$ cat src/design/mwc_pkg.sv
// Shared types and codes for the motion wake controller.
// No dependencies; used by the decision logic and the top level.
package mwc_pkg;

   // Opcode of a request
   localparam logic OP_SAMPLE = 1'b0;
   localparam logic OP_UPLOAD = 1'b1;

   // Controller modes
   localparam logic [1:0] MODE_QUICK  = 2'd0;
   localparam logic [1:0] MODE_ACTIVE = 2'd1;
   localparam logic [1:0] MODE_UPLOAD = 2'd2;

   // Actions returned with every response
   localparam logic [2:0] ACT_CONTINUE     = 3'd0;
   localparam logic [2:0] ACT_RETRY        = 3'd1;
   localparam logic [2:0] ACT_SLEEP_NORMAL = 3'd2;
   localparam logic [2:0] ACT_SLEEP_LONG   = 3'd3;
   localparam logic [2:0] ACT_UPLOAD       = 3'd4;

   // CSR indexes
   localparam logic [2:0] CSR_MOTION_THR   = 3'd0;
   localparam logic [2:0] CSR_STABLE_THR   = 3'd1;
   localparam logic [2:0] CSR_CONFIRM_TIME = 3'd2;
   localparam logic [2:0] CSR_BASE_INTVL   = 3'd3;
   localparam logic [2:0] CSR_QUIET_PERIOD = 3'd4;
   localparam logic [2:0] CSR_WINDOW       = 3'd5;
   localparam logic [2:0] CSR_UPLOAD_GAP   = 3'd6;

   // Usable distance range, sixteenths of a centimeter
   localparam logic [15:0] DIST_MIN = 16'd32;
   localparam logic [15:0] DIST_MAX = 16'd6400;

   typedef struct packed {
      logic [12:0] motion_threshold;
      logic [12:0] stable_threshold;
      logic [31:0] confirm_time_ms;
      logic [31:0] baseline_interval_ms;
      logic [31:0] quiet_period_ms;
      logic [31:0] window_ms;
      logic [31:0] min_upload_gap_ms;
   } cfg_type;

   localparam cfg_type CFG_RESET = '{
      motion_threshold:     13'd160,
      stable_threshold:     13'd80,
      confirm_time_ms:      32'd2000,
      baseline_interval_ms: 32'd300000,
      quiet_period_ms:      32'd300000,
      window_ms:            32'd30000,
      min_upload_gap_ms:    32'd60000
   };

   typedef struct packed {
      logic        op;
      logic        sample_valid;
      logic [15:0] distance;
      logic [31:0] now_ms;
      logic        upload_ok;
   } req_type;

   typedef struct packed {
      logic [2:0]  action;
      logic [1:0]  mode;
      logic        motion_now;
      logic        motion_confirmed;
      logic [12:0] baseline_out;
      logic [31:0] motion_events;
      logic [31:0] upload_count;
   } rsp_type;

   typedef struct packed {
      logic [1:0]  mode;
      logic [12:0] baseline;
      logic        baseline_set;
      logic [31:0] baseline_time;
      logic [31:0] last_motion_time;
      logic [31:0] last_upload_time;
      logic [31:0] motion_event_total;
      logic [31:0] upload_total;
      logic        motion_active;
      logic [31:0] window_start;
      logic [12:0] prev_distance;
      logic        prev_valid;
      logic [31:0] stable_start;
      logic        stable_armed;
      logic        confirmed;
   } state_type;

endpackage

$ cat src/design/mwc_req_if.sv
// Request channel of the motion wake controller: valid/ready plus sample payload.
// Standalone; field widths follow the mwc_pkg request type.
interface mwc_req_if;
   logic        valid;
   logic        ready;
   logic        op;
   logic        sample_valid;
   logic [15:0] distance;
   logic [31:0] now_ms;
   logic        upload_ok;

   modport source (output valid, output op, output sample_valid, output distance,
                   output now_ms, output upload_ok, input ready);
   modport sink   (input valid, input op, input sample_valid, input distance,
                   input now_ms, input upload_ok, output ready);
endinterface

$ cat src/design/mwc_rsp_if.sv
// Response channel of the motion wake controller: valid/ready plus decision payload.
// Standalone; field widths follow the mwc_pkg response type.
interface mwc_rsp_if;
   logic        valid;
   logic        ready;
   logic [2:0]  action;
   logic [1:0]  mode;
   logic        motion_now;
   logic        motion_confirmed;
   logic [12:0] baseline_out;
   logic [31:0] motion_events;
   logic [31:0] upload_count;

   modport source (output valid, output action, output mode, output motion_now,
                   output motion_confirmed, output baseline_out, output motion_events,
                   output upload_count, input ready);
   modport sink   (input valid, input action, input mode, input motion_now,
                   input motion_confirmed, input baseline_out, input motion_events,
                   input upload_count, output ready);
endinterface

$ cat src/design/mwc_step.sv
// Decision logic for one request: next controller state and the response.
// Depends on mwc_pkg for the state, config, request and response types.
module mwc_step (
   input  mwc_pkg::state_type st,
   input  mwc_pkg::cfg_type   cfg,
   input  mwc_pkg::req_type   req,
   output mwc_pkg::state_type st_next,
   output mwc_pkg::rsp_type   rsp
);

   function automatic logic [12:0] abs_diff(input logic [12:0] a, input logic [12:0] b);
      return (a > b) ? (a - b) : (b - a);
   endfunction

   logic [12:0] sample_dist;
   logic        usable;
   logic        dev_motion;
   logic        stable_step;
   logic [31:0] since_window;
   logic [31:0] since_upload;
   logic [31:0] since_stable;
   logic [31:0] since_base;
   logic [31:0] since_motion;
   logic        refresh;
   logic [2:0]  action;
   logic        motion_now;

   assign sample_dist = req.distance[12:0];
   assign usable = req.sample_valid && (req.distance >= mwc_pkg::DIST_MIN) &&
                   (req.distance <= mwc_pkg::DIST_MAX);

   assign dev_motion  = st.baseline_set &&
                        (abs_diff(sample_dist, st.baseline) > cfg.motion_threshold);
   assign stable_step = st.prev_valid &&
                        (abs_diff(sample_dist, st.prev_distance) < cfg.stable_threshold);

   // time differences wrap modulo 2^32
   assign since_window = req.now_ms - st.window_start;
   assign since_upload = req.now_ms - st.last_upload_time;
   assign since_stable = req.now_ms - st.stable_start;
   assign since_base   = req.now_ms - st.baseline_time;
   assign since_motion = req.now_ms - st.last_motion_time;

   assign refresh = (since_base > cfg.baseline_interval_ms) && !st.motion_active;

   always_comb begin
      st_next    = st;
      action     = mwc_pkg::ACT_CONTINUE;
      motion_now = 1'b0;
      unique case (st.mode)
         mwc_pkg::MODE_UPLOAD: begin
            if (req.op == mwc_pkg::OP_UPLOAD) begin
               if (req.upload_ok) begin
                  st_next.upload_total     = st.upload_total + 32'd1;
                  st_next.last_upload_time = req.now_ms;
               end
               st_next.motion_active = 1'b0;
               st_next.mode          = mwc_pkg::MODE_QUICK;
               action                = mwc_pkg::ACT_SLEEP_NORMAL;
            end
         end
         mwc_pkg::MODE_ACTIVE: begin
            if (req.op == mwc_pkg::OP_SAMPLE) begin
               if (since_window >= cfg.window_ms) begin
                  // window over: the sample itself is not evaluated
                  if (st.confirmed && (since_upload >= cfg.min_upload_gap_ms)) begin
                     st_next.mode = mwc_pkg::MODE_UPLOAD;
                     action       = mwc_pkg::ACT_UPLOAD;
                  end else begin
                     st_next.motion_active = 1'b0;
                     st_next.mode          = mwc_pkg::MODE_QUICK;
                     action                = mwc_pkg::ACT_SLEEP_NORMAL;
                  end
               end else if (usable) begin
                  motion_now = dev_motion;
                  if (dev_motion && stable_step) begin
                     if (!st.stable_armed) begin
                        st_next.stable_armed = 1'b1;
                        st_next.stable_start = req.now_ms;
                     end else if (since_stable >= cfg.confirm_time_ms) begin
                        st_next.confirmed = 1'b1;
                     end
                  end else begin
                     st_next.stable_armed = 1'b0;
                  end
                  st_next.prev_distance = sample_dist;
                  st_next.prev_valid    = 1'b1;
               end
            end
         end
         default: begin
            st_next.mode = mwc_pkg::MODE_QUICK;
            if (req.op == mwc_pkg::OP_SAMPLE) begin
               if (!usable) begin
                  action = mwc_pkg::ACT_RETRY;
               end else if (!st.baseline_set) begin
                  st_next.baseline      = sample_dist;
                  st_next.baseline_set  = 1'b1;
                  st_next.baseline_time = req.now_ms;
                  action                = mwc_pkg::ACT_RETRY;
               end else begin
                  if (refresh) begin
                     st_next.baseline      = sample_dist;
                     st_next.baseline_time = req.now_ms;
                  end
                  // a refreshed baseline equals the sample, so it never shows motion
                  motion_now = dev_motion && !refresh;
                  if (motion_now) begin
                     st_next.motion_active      = 1'b1;
                     st_next.last_motion_time   = req.now_ms;
                     st_next.motion_event_total = st.motion_event_total + 32'd1;
                     st_next.window_start       = req.now_ms;
                     st_next.prev_valid         = 1'b0;
                     st_next.stable_armed       = 1'b0;
                     st_next.confirmed          = 1'b0;
                     st_next.mode               = mwc_pkg::MODE_ACTIVE;
                     action                     = mwc_pkg::ACT_CONTINUE;
                  end else if ((st.last_motion_time != 32'd0) &&
                               (since_motion > cfg.quiet_period_ms)) begin
                     action = mwc_pkg::ACT_SLEEP_LONG;
                  end else begin
                     action = mwc_pkg::ACT_SLEEP_NORMAL;
                  end
               end
            end
         end
      endcase
   end

   always_comb begin
      rsp.action           = action;
      rsp.mode             = st_next.mode;
      rsp.motion_now       = motion_now;
      rsp.motion_confirmed = st_next.confirmed;
      rsp.baseline_out     = st_next.baseline_set ? st_next.baseline : 13'd0;
      rsp.motion_events    = st_next.motion_event_total;
      rsp.upload_count     = st_next.upload_total;
   end

endmodule

$ cat src/design/motion_wake_controller.sv
// Motion wake controller: takes one request per cycle while rsp_chan is ready and
// returns one response per request via the request register, then the response
// register, with the decision logic between them. The request register lets a new
// request enter while an earlier response waits. CSR writes are plain, take effect
// on the next cycle and must only be issued while the block is idle.
// Depends on mwc_pkg, mwc_req_if, mwc_rsp_if and mwc_step.
module motion_wake_controller (
   input  logic          clock,
   input  logic          reset,
   mwc_req_if.sink       req_chan,
   mwc_rsp_if.source     rsp_chan,
   input  logic          csr_wr_en,
   input  logic [2:0]    csr_index,
   input  logic [31:0]   csr_wdata
);

   mwc_pkg::cfg_type   cfg_ff,  cfg_in;
   mwc_pkg::state_type st_ff,   st_in;
   mwc_pkg::req_type   req_data_ff;
   mwc_pkg::rsp_type   rsp_data_ff, rsp_data_in;
   logic               req_valid_ff;
   logic               rsp_valid_ff;
   logic               advance;
   logic               take;

   // move the held request into the response register when it is free or draining
   assign advance = req_valid_ff && (!rsp_valid_ff || rsp_chan.ready);
   assign take    = req_chan.valid && req_chan.ready;

   assign req_chan.ready = !req_valid_ff || advance;

   mwc_step u_step (
      .st      (st_ff),
      .cfg     (cfg_ff),
      .req     (req_data_ff),
      .st_next (st_in),
      .rsp     (rsp_data_in)
   );

   always_comb begin
      cfg_in = cfg_ff;
      if (csr_wr_en) begin
         unique case (csr_index)
            mwc_pkg::CSR_MOTION_THR:   cfg_in.motion_threshold     = csr_wdata[12:0];
            mwc_pkg::CSR_STABLE_THR:   cfg_in.stable_threshold     = csr_wdata[12:0];
            mwc_pkg::CSR_CONFIRM_TIME: cfg_in.confirm_time_ms      = csr_wdata;
            mwc_pkg::CSR_BASE_INTVL:   cfg_in.baseline_interval_ms = csr_wdata;
            mwc_pkg::CSR_QUIET_PERIOD: cfg_in.quiet_period_ms      = csr_wdata;
            mwc_pkg::CSR_WINDOW:       cfg_in.window_ms            = csr_wdata;
            mwc_pkg::CSR_UPLOAD_GAP:   cfg_in.min_upload_gap_ms    = csr_wdata;
            default: begin
               // drop writes to unmapped indexes
            end
         endcase
      end
   end

   always_ff @(posedge clock) begin
      if (reset) begin
         cfg_ff       <= mwc_pkg::CFG_RESET;
         st_ff        <= '0;
         req_valid_ff <= 1'b0;
         rsp_valid_ff <= 1'b0;
      end else begin
         cfg_ff <= cfg_in;
         if (advance) begin
            st_ff <= st_in;
         end
         if (req_chan.ready) begin
            req_valid_ff <= req_chan.valid;
         end
         if (advance) begin
            rsp_valid_ff <= 1'b1;
         end else if (rsp_chan.ready) begin
            rsp_valid_ff <= 1'b0;
         end
      end
   end

   always_ff @(posedge clock) begin
      if (take) begin
         req_data_ff.op           <= req_chan.op;
         req_data_ff.sample_valid <= req_chan.sample_valid;
         req_data_ff.distance     <= req_chan.distance;
         req_data_ff.now_ms       <= req_chan.now_ms;
         req_data_ff.upload_ok    <= req_chan.upload_ok;
      end
      if (advance) begin
         rsp_data_ff <= rsp_data_in;
      end
   end

   assign rsp_chan.valid            = rsp_valid_ff;
   assign rsp_chan.action           = rsp_data_ff.action;
   assign rsp_chan.mode             = rsp_data_ff.mode;
   assign rsp_chan.motion_now       = rsp_data_ff.motion_now;
   assign rsp_chan.motion_confirmed = rsp_data_ff.motion_confirmed;
   assign rsp_chan.baseline_out     = rsp_data_ff.baseline_out;
   assign rsp_chan.motion_events    = rsp_data_ff.motion_events;
   assign rsp_chan.upload_count     = rsp_data_ff.upload_count;

endmodule
$ cat src/flat_wrapper.sv
// flat-port wrapper written by rule: the top's interface ports become plain ports
module motion_wake_controller_flat 
  (clock, reset, csr_wr_en, csr_index, csr_wdata, req_chan_valid, req_chan_op, req_chan_sample_valid, req_chan_distance, req_chan_now_ms, req_chan_upload_ok, req_chan_ready, rsp_chan_valid, rsp_chan_action, rsp_chan_mode, rsp_chan_motion_now, rsp_chan_motion_confirmed, rsp_chan_baseline_out, rsp_chan_motion_events, rsp_chan_upload_count, rsp_chan_ready);
  mwc_req_if req_chan_i ();
  mwc_rsp_if rsp_chan_i ();
  input  logic clock;
  input  logic reset;
  input  logic csr_wr_en;
  input  logic [2:0] csr_index;
  input  logic [31:0] csr_wdata;
  input wire logic [$bits(req_chan_i.valid)-1:0] req_chan_valid;
  input wire logic [$bits(req_chan_i.op)-1:0] req_chan_op;
  input wire logic [$bits(req_chan_i.sample_valid)-1:0] req_chan_sample_valid;
  input wire logic [$bits(req_chan_i.distance)-1:0] req_chan_distance;
  input wire logic [$bits(req_chan_i.now_ms)-1:0] req_chan_now_ms;
  input wire logic [$bits(req_chan_i.upload_ok)-1:0] req_chan_upload_ok;
  output wire logic [$bits(req_chan_i.ready)-1:0] req_chan_ready;
  output wire logic [$bits(rsp_chan_i.valid)-1:0] rsp_chan_valid;
  output wire logic [$bits(rsp_chan_i.action)-1:0] rsp_chan_action;
  output wire logic [$bits(rsp_chan_i.mode)-1:0] rsp_chan_mode;
  output wire logic [$bits(rsp_chan_i.motion_now)-1:0] rsp_chan_motion_now;
  output wire logic [$bits(rsp_chan_i.motion_confirmed)-1:0] rsp_chan_motion_confirmed;
  output wire logic [$bits(rsp_chan_i.baseline_out)-1:0] rsp_chan_baseline_out;
  output wire logic [$bits(rsp_chan_i.motion_events)-1:0] rsp_chan_motion_events;
  output wire logic [$bits(rsp_chan_i.upload_count)-1:0] rsp_chan_upload_count;
  input wire logic [$bits(rsp_chan_i.ready)-1:0] rsp_chan_ready;
  assign req_chan_i.valid = req_chan_valid;
  assign req_chan_i.op = req_chan_op;
  assign req_chan_i.sample_valid = req_chan_sample_valid;
  assign req_chan_i.distance = req_chan_distance;
  assign req_chan_i.now_ms = req_chan_now_ms;
  assign req_chan_i.upload_ok = req_chan_upload_ok;
  assign req_chan_ready = req_chan_i.ready;
  assign rsp_chan_valid = rsp_chan_i.valid;
  assign rsp_chan_action = rsp_chan_i.action;
  assign rsp_chan_mode = rsp_chan_i.mode;
  assign rsp_chan_motion_now = rsp_chan_i.motion_now;
  assign rsp_chan_motion_confirmed = rsp_chan_i.motion_confirmed;
  assign rsp_chan_baseline_out = rsp_chan_i.baseline_out;
  assign rsp_chan_motion_events = rsp_chan_i.motion_events;
  assign rsp_chan_upload_count = rsp_chan_i.upload_count;
  assign rsp_chan_i.ready = rsp_chan_ready;
  motion_wake_controller u_core (.clock(clock), .reset(reset), .req_chan(req_chan_i), .rsp_chan(rsp_chan_i), .csr_wr_en(csr_wr_en), .csr_index(csr_index), .csr_wdata(csr_wdata));
endmodule
$ cat config.mk
export PLATFORM = sky130hd
export DESIGN_NAME = motion_wake_controller_flat
export DESIGN_NICKNAME = d
export VERILOG_FILES = /design/src/design/mwc_pkg.sv /design/src/design/mwc_req_if.sv /design/src/design/mwc_rsp_if.sv /design/src/design/mwc_step.sv /design/src/design/motion_wake_controller.sv /design/src/flat_wrapper.sv
export SDC_FILE = /design/constraint.sdc
export NUM_CORES = 2
export LEC_CHECK = 0
export ABC_AREA = 1
export BUFFER_PORTS_ARGS = -buffer_cell sky130_fd_sc_hd__buf_4
export CORE_ASPECT_RATIO = 0.9
export CORE_MARGIN = 2
export CORE_UTILIZATION = 55
export CTS_BUF_LIST = sky130_fd_sc_hd__clkbuf_2
export CTS_CLUSTER_DIAMETER = 40
export DETAILED_ROUTE_END_ITERATION = 7
export PLACE_DENSITY = 0.77
export SLEW_MARGIN = 15
export SYNTH_ARGS = -nofsm -noshare
export SYNTH_HDL_FRONTEND = slang
export SYNTH_SLANG_ARGS = --single-unit
$ cat constraint.sdc
create_clock -name clock -period 7.09 [get_ports clock]
set_input_delay 1.418 -clock clock [delete_from_list [all_inputs] [get_ports clock]]
set_output_delay 1.418 -clock clock [all_outputs]
set_load 0.05 [all_outputs]
==> reports/qor.yml <==
synth:
  synth.largest_area_cell: "dfxtp_1"
  yosysMostFrequentCell: "inv_1"
  synth_cell_types: 58
  synth_top_area_share_pct: 23.81
  ys.flop_type: "dfxtp_1"
  synthXorXnorAreaFrac_pct: 4.263
  yosysSeqAreaShare_pct: 35.49
  synth_common_cells: "inv_1, nand2_1, a21oi_1"
  synth-compound-area-share_pct: 20.36
  synthCells: 4588
  synth_top_family_by_area: "compound AO/OA/AOI/OAI gates"
  synth.area.mux_share_pct: 0.1297
  yosys.area_share.simple_pct: 15.93
  synth_fa_ha_area_share_pct: 13.61
  synth_area_leaders: "dfxtp_1, ha_1, edfxtp_1"
  synthArstFlopShare_pct: 0
  synth_seq_cells: 548
  avgSynthCellArea_um2: 7.567
  netlist_area_um2: 34720
  synth-edff-count: 135
  ys_warn_count: 0
  syn_nets: 5052
power:
  max-vdd-ir-drop_uv: 166.5
  total_power_uw: 7491
  comb_power_share_pct: 21.4
  internal_power_uw: 4996
  power_density_nw_per_um2: 196.2
  seqPwrFrac_pct: 45.5
  p_leak_uw: 0.01684
  clockPowerShare_pct: 33.1
  switching_power_uw: 2495
  switching_share_pct: 33.31
worst_setup_path:
  cp.required_ns: 8.18
  arrival_ns: 6.63
  regToRegEndpoint: "u_core.st_ff[73]"
  cp-start-kind: "flop"
  crit_path_end_kind: "flop"
  rr_startpoint: "u_core.req_data_ff[2]"
  r2r_slack_ns: 1.55
  r2r_cells: 23
  crit_fanout: 64
  worstSetupPathType: "flop to flop"
final_layout:
  drive_above_1_share_pct: 10.47
  utilization_pct: 61.00
  layout.nets: 5256
  syn_to_final_growth_pct: 9.961
die:
  rows: 87
  die_y_um: 242.4
  num_io_pins: 177
  initial_utilization_pct: 55.47
  fp.dieArea_um2: 65150
  coreArea_um2: 62590
  die_w_um: 268.8
sta:
  setup_viol: 0
  fin_crit_sh_pct: 78.20
  period_needed_ns: 5.544
  skew_ns: 0.1198
  fin_tns_setup_ns: 0
  worst_slew_pin_slew_ns: 1.088
  max_freq_mhz: 180.4
  slew_headroom_pct: 27.47
  maxSlewViolCount: 0
  rsz0062_at_grt: "false"
  final_hold_viol_count: 0
route:
  antenna_left: 0
  drcViolationCount: 0
  viasPerCell: 5.448
  num_vias: 31310
  post_drt_wl_per_cell_um: 16.42
  drtIter0Drc: 2483
  wl_um: 94360
  dr.pass1.iters: 8
clock_network:
  cts_buffers: 143
  clockBufferDepth: 3
  post_cts_resized: 0
  hold_buffers: 0
  path_clk_slew_ns: 0.11
  htree_levels: 4
  cts_root_buffer: "clkbuf_2"
  postCtsSetupRepairBufs: 0
  cts_sinks: 548
  cts_tree: "done"
  clk_latency_ns: 1.34
hold_path:
  min_to: "u_core.req_data_ff[34]"
  hold_path_class: "input port to flop"
  holdPathStages: 1
  worstHoldStart: "req_chan_distance[1]"
grt:
  grt_usage_pct: 28.68
  grt_max_degree: 169
  grt_pass1_vias: 29060
  antenna_found_initial: 5
  grt_pass1_wl_um: 150100
  gr-total-overflow: 0
flow_run:
  cap_violations: 0
outcome:
  outcome: "finished clean"
place:
  port_buffers: 176
  dp_hpwl_um: 70800
  place_congestion: 0.9719
## placed cells by master (no fill, tap or decap), types with 86 or more instances in the layout
master,count
inv_1,754
nand2_1,670
a21oi_1,640
o21ai_0,416
dfxtp_1,413
ha_1,365
nor2_1,256
clkbuf_2,218
buf_4,204
edfxtp_1,135
xor2_1,119
nand3_1,112
nand4_1,94
o21ai_1,86
## power by group through the flow
stage | clock network (uW) | logic, uW | registers (uW)
final | 2480 | 1600 | 3410
after global routing | 2690 | 1810 | 3420
after CTS | 2540 | 1590 | 3410
after detailed placement | 0 | 1580 | 3480
after global placement | 0 | 1550 | 3480
after floorplan | 0 | 1060 | 3540
## area by class of cell
class                           instances  area [um^2]
Timing Repair Buffer                  205         1551
Antenna cell                            2        5.005
Clock buffer                          218         1091
Multi-Input combinational cell       3125        18870
Sequential cell                       548        12320
Inverter                              769         2899
Fill cell                            5817        24410
Tap cell                              845         1057
Clock inverter                         35        377.9
## layer usage
layer	global-route usage, %	share of wire, %	vias up	wire length [um]
li1	-	-	15880	-
met1	37.48	44	14150	41730
met2	45.83	45	1067	42800
met3	6.160	7.1	208	6696
met4	11.81	3.3	6	3098
met5	0	0.039	-	37
## critical path: stages, from the launching register on
cell and delay (ns):
edfxtp_1 0.67, ha_1 0.40, nand3_1 0.07, nand2_1 0.10
a21oi_1 0.12, o21ai_0 0.54, a21oi_1 0.20, o21ai_0 0.35
nand2_1 0.09, nand2_1 0.08, xor2_1 0.18, ha_1 0.27
nand2_1 0.08, a21oi_1 0.06, o21ai_1 0.11, nand2_1 0.09
a21oi_1 0.22, nand2_1 0.11, nand2_2 0.27, nand2_4 0.13
inv_4 0.19, nand3_4 0.51, o21ai_1 0.35, a21oi_1 0.07
## worst max path at each step
stage                                     start                         to  slack [ns]
after detailed placement  u_core.req_data_ff[1]           u_core.st_ff[48]        1.63
after CTS                 u_core.req_data_ff[1]           u_core.st_ff[73]        1.59
after global routing      u_core.req_data_ff[1]           u_core.st_ff[79]        0.97
after floorplan                  rsp_chan_ready  u_core.rsp_chan.action[0]        2.01
after global placement    u_core.req_data_ff[1]           u_core.st_ff[79]        1.79
final                     u_core.req_data_ff[2]           u_core.st_ff[73]        1.55
## flip-flops by register name (all words and copies together), names as in the netlist
register                          cells
u_core.st_ff                        225
u_core.cfg_ff                       186
u_core.req_data_ff                   51
u_core.rsp_chan.motion_events        32
u_core.rsp_chan.upload_count         32
u_core.rsp_chan.baseline_out         13
u_core.rsp_chan.action                3
u_core.rsp_chan.mode                  2
u_core.req_valid_ff                   1
u_core.rsp_chan.motion_confirmed      1
u_core.rsp_chan.motion_now            1
u_core.rsp_chan.valid                 1
## cells by family after synthesis
logic type | Yosys count
simple gates | 1263
xor+xnor | 169
fa+ha+maj | 373
compound gates | 1316
mux | 4
buf+inv | 915
flops | 548
## per-stage QoR
stage / area, um^2 / std cells / hold WS [ns] / setup WS (ns)
floorplan: 34720 / 4588 / 0.4331 / 2.013
global placement: 36700 / 5492 / 0.4475 / 1.789
detailed placement: 36700 / 5492 / 0.4509 / 1.633
CTS: 38160 / 5745 / 0.1192 / 1.586
global route: 38180 / 5747 / 0.1647 / 0.9729
finish: 38180 / 5747 / 0.2708 / 1.546
Note: power is estimated with default switching activity, not from simulation.
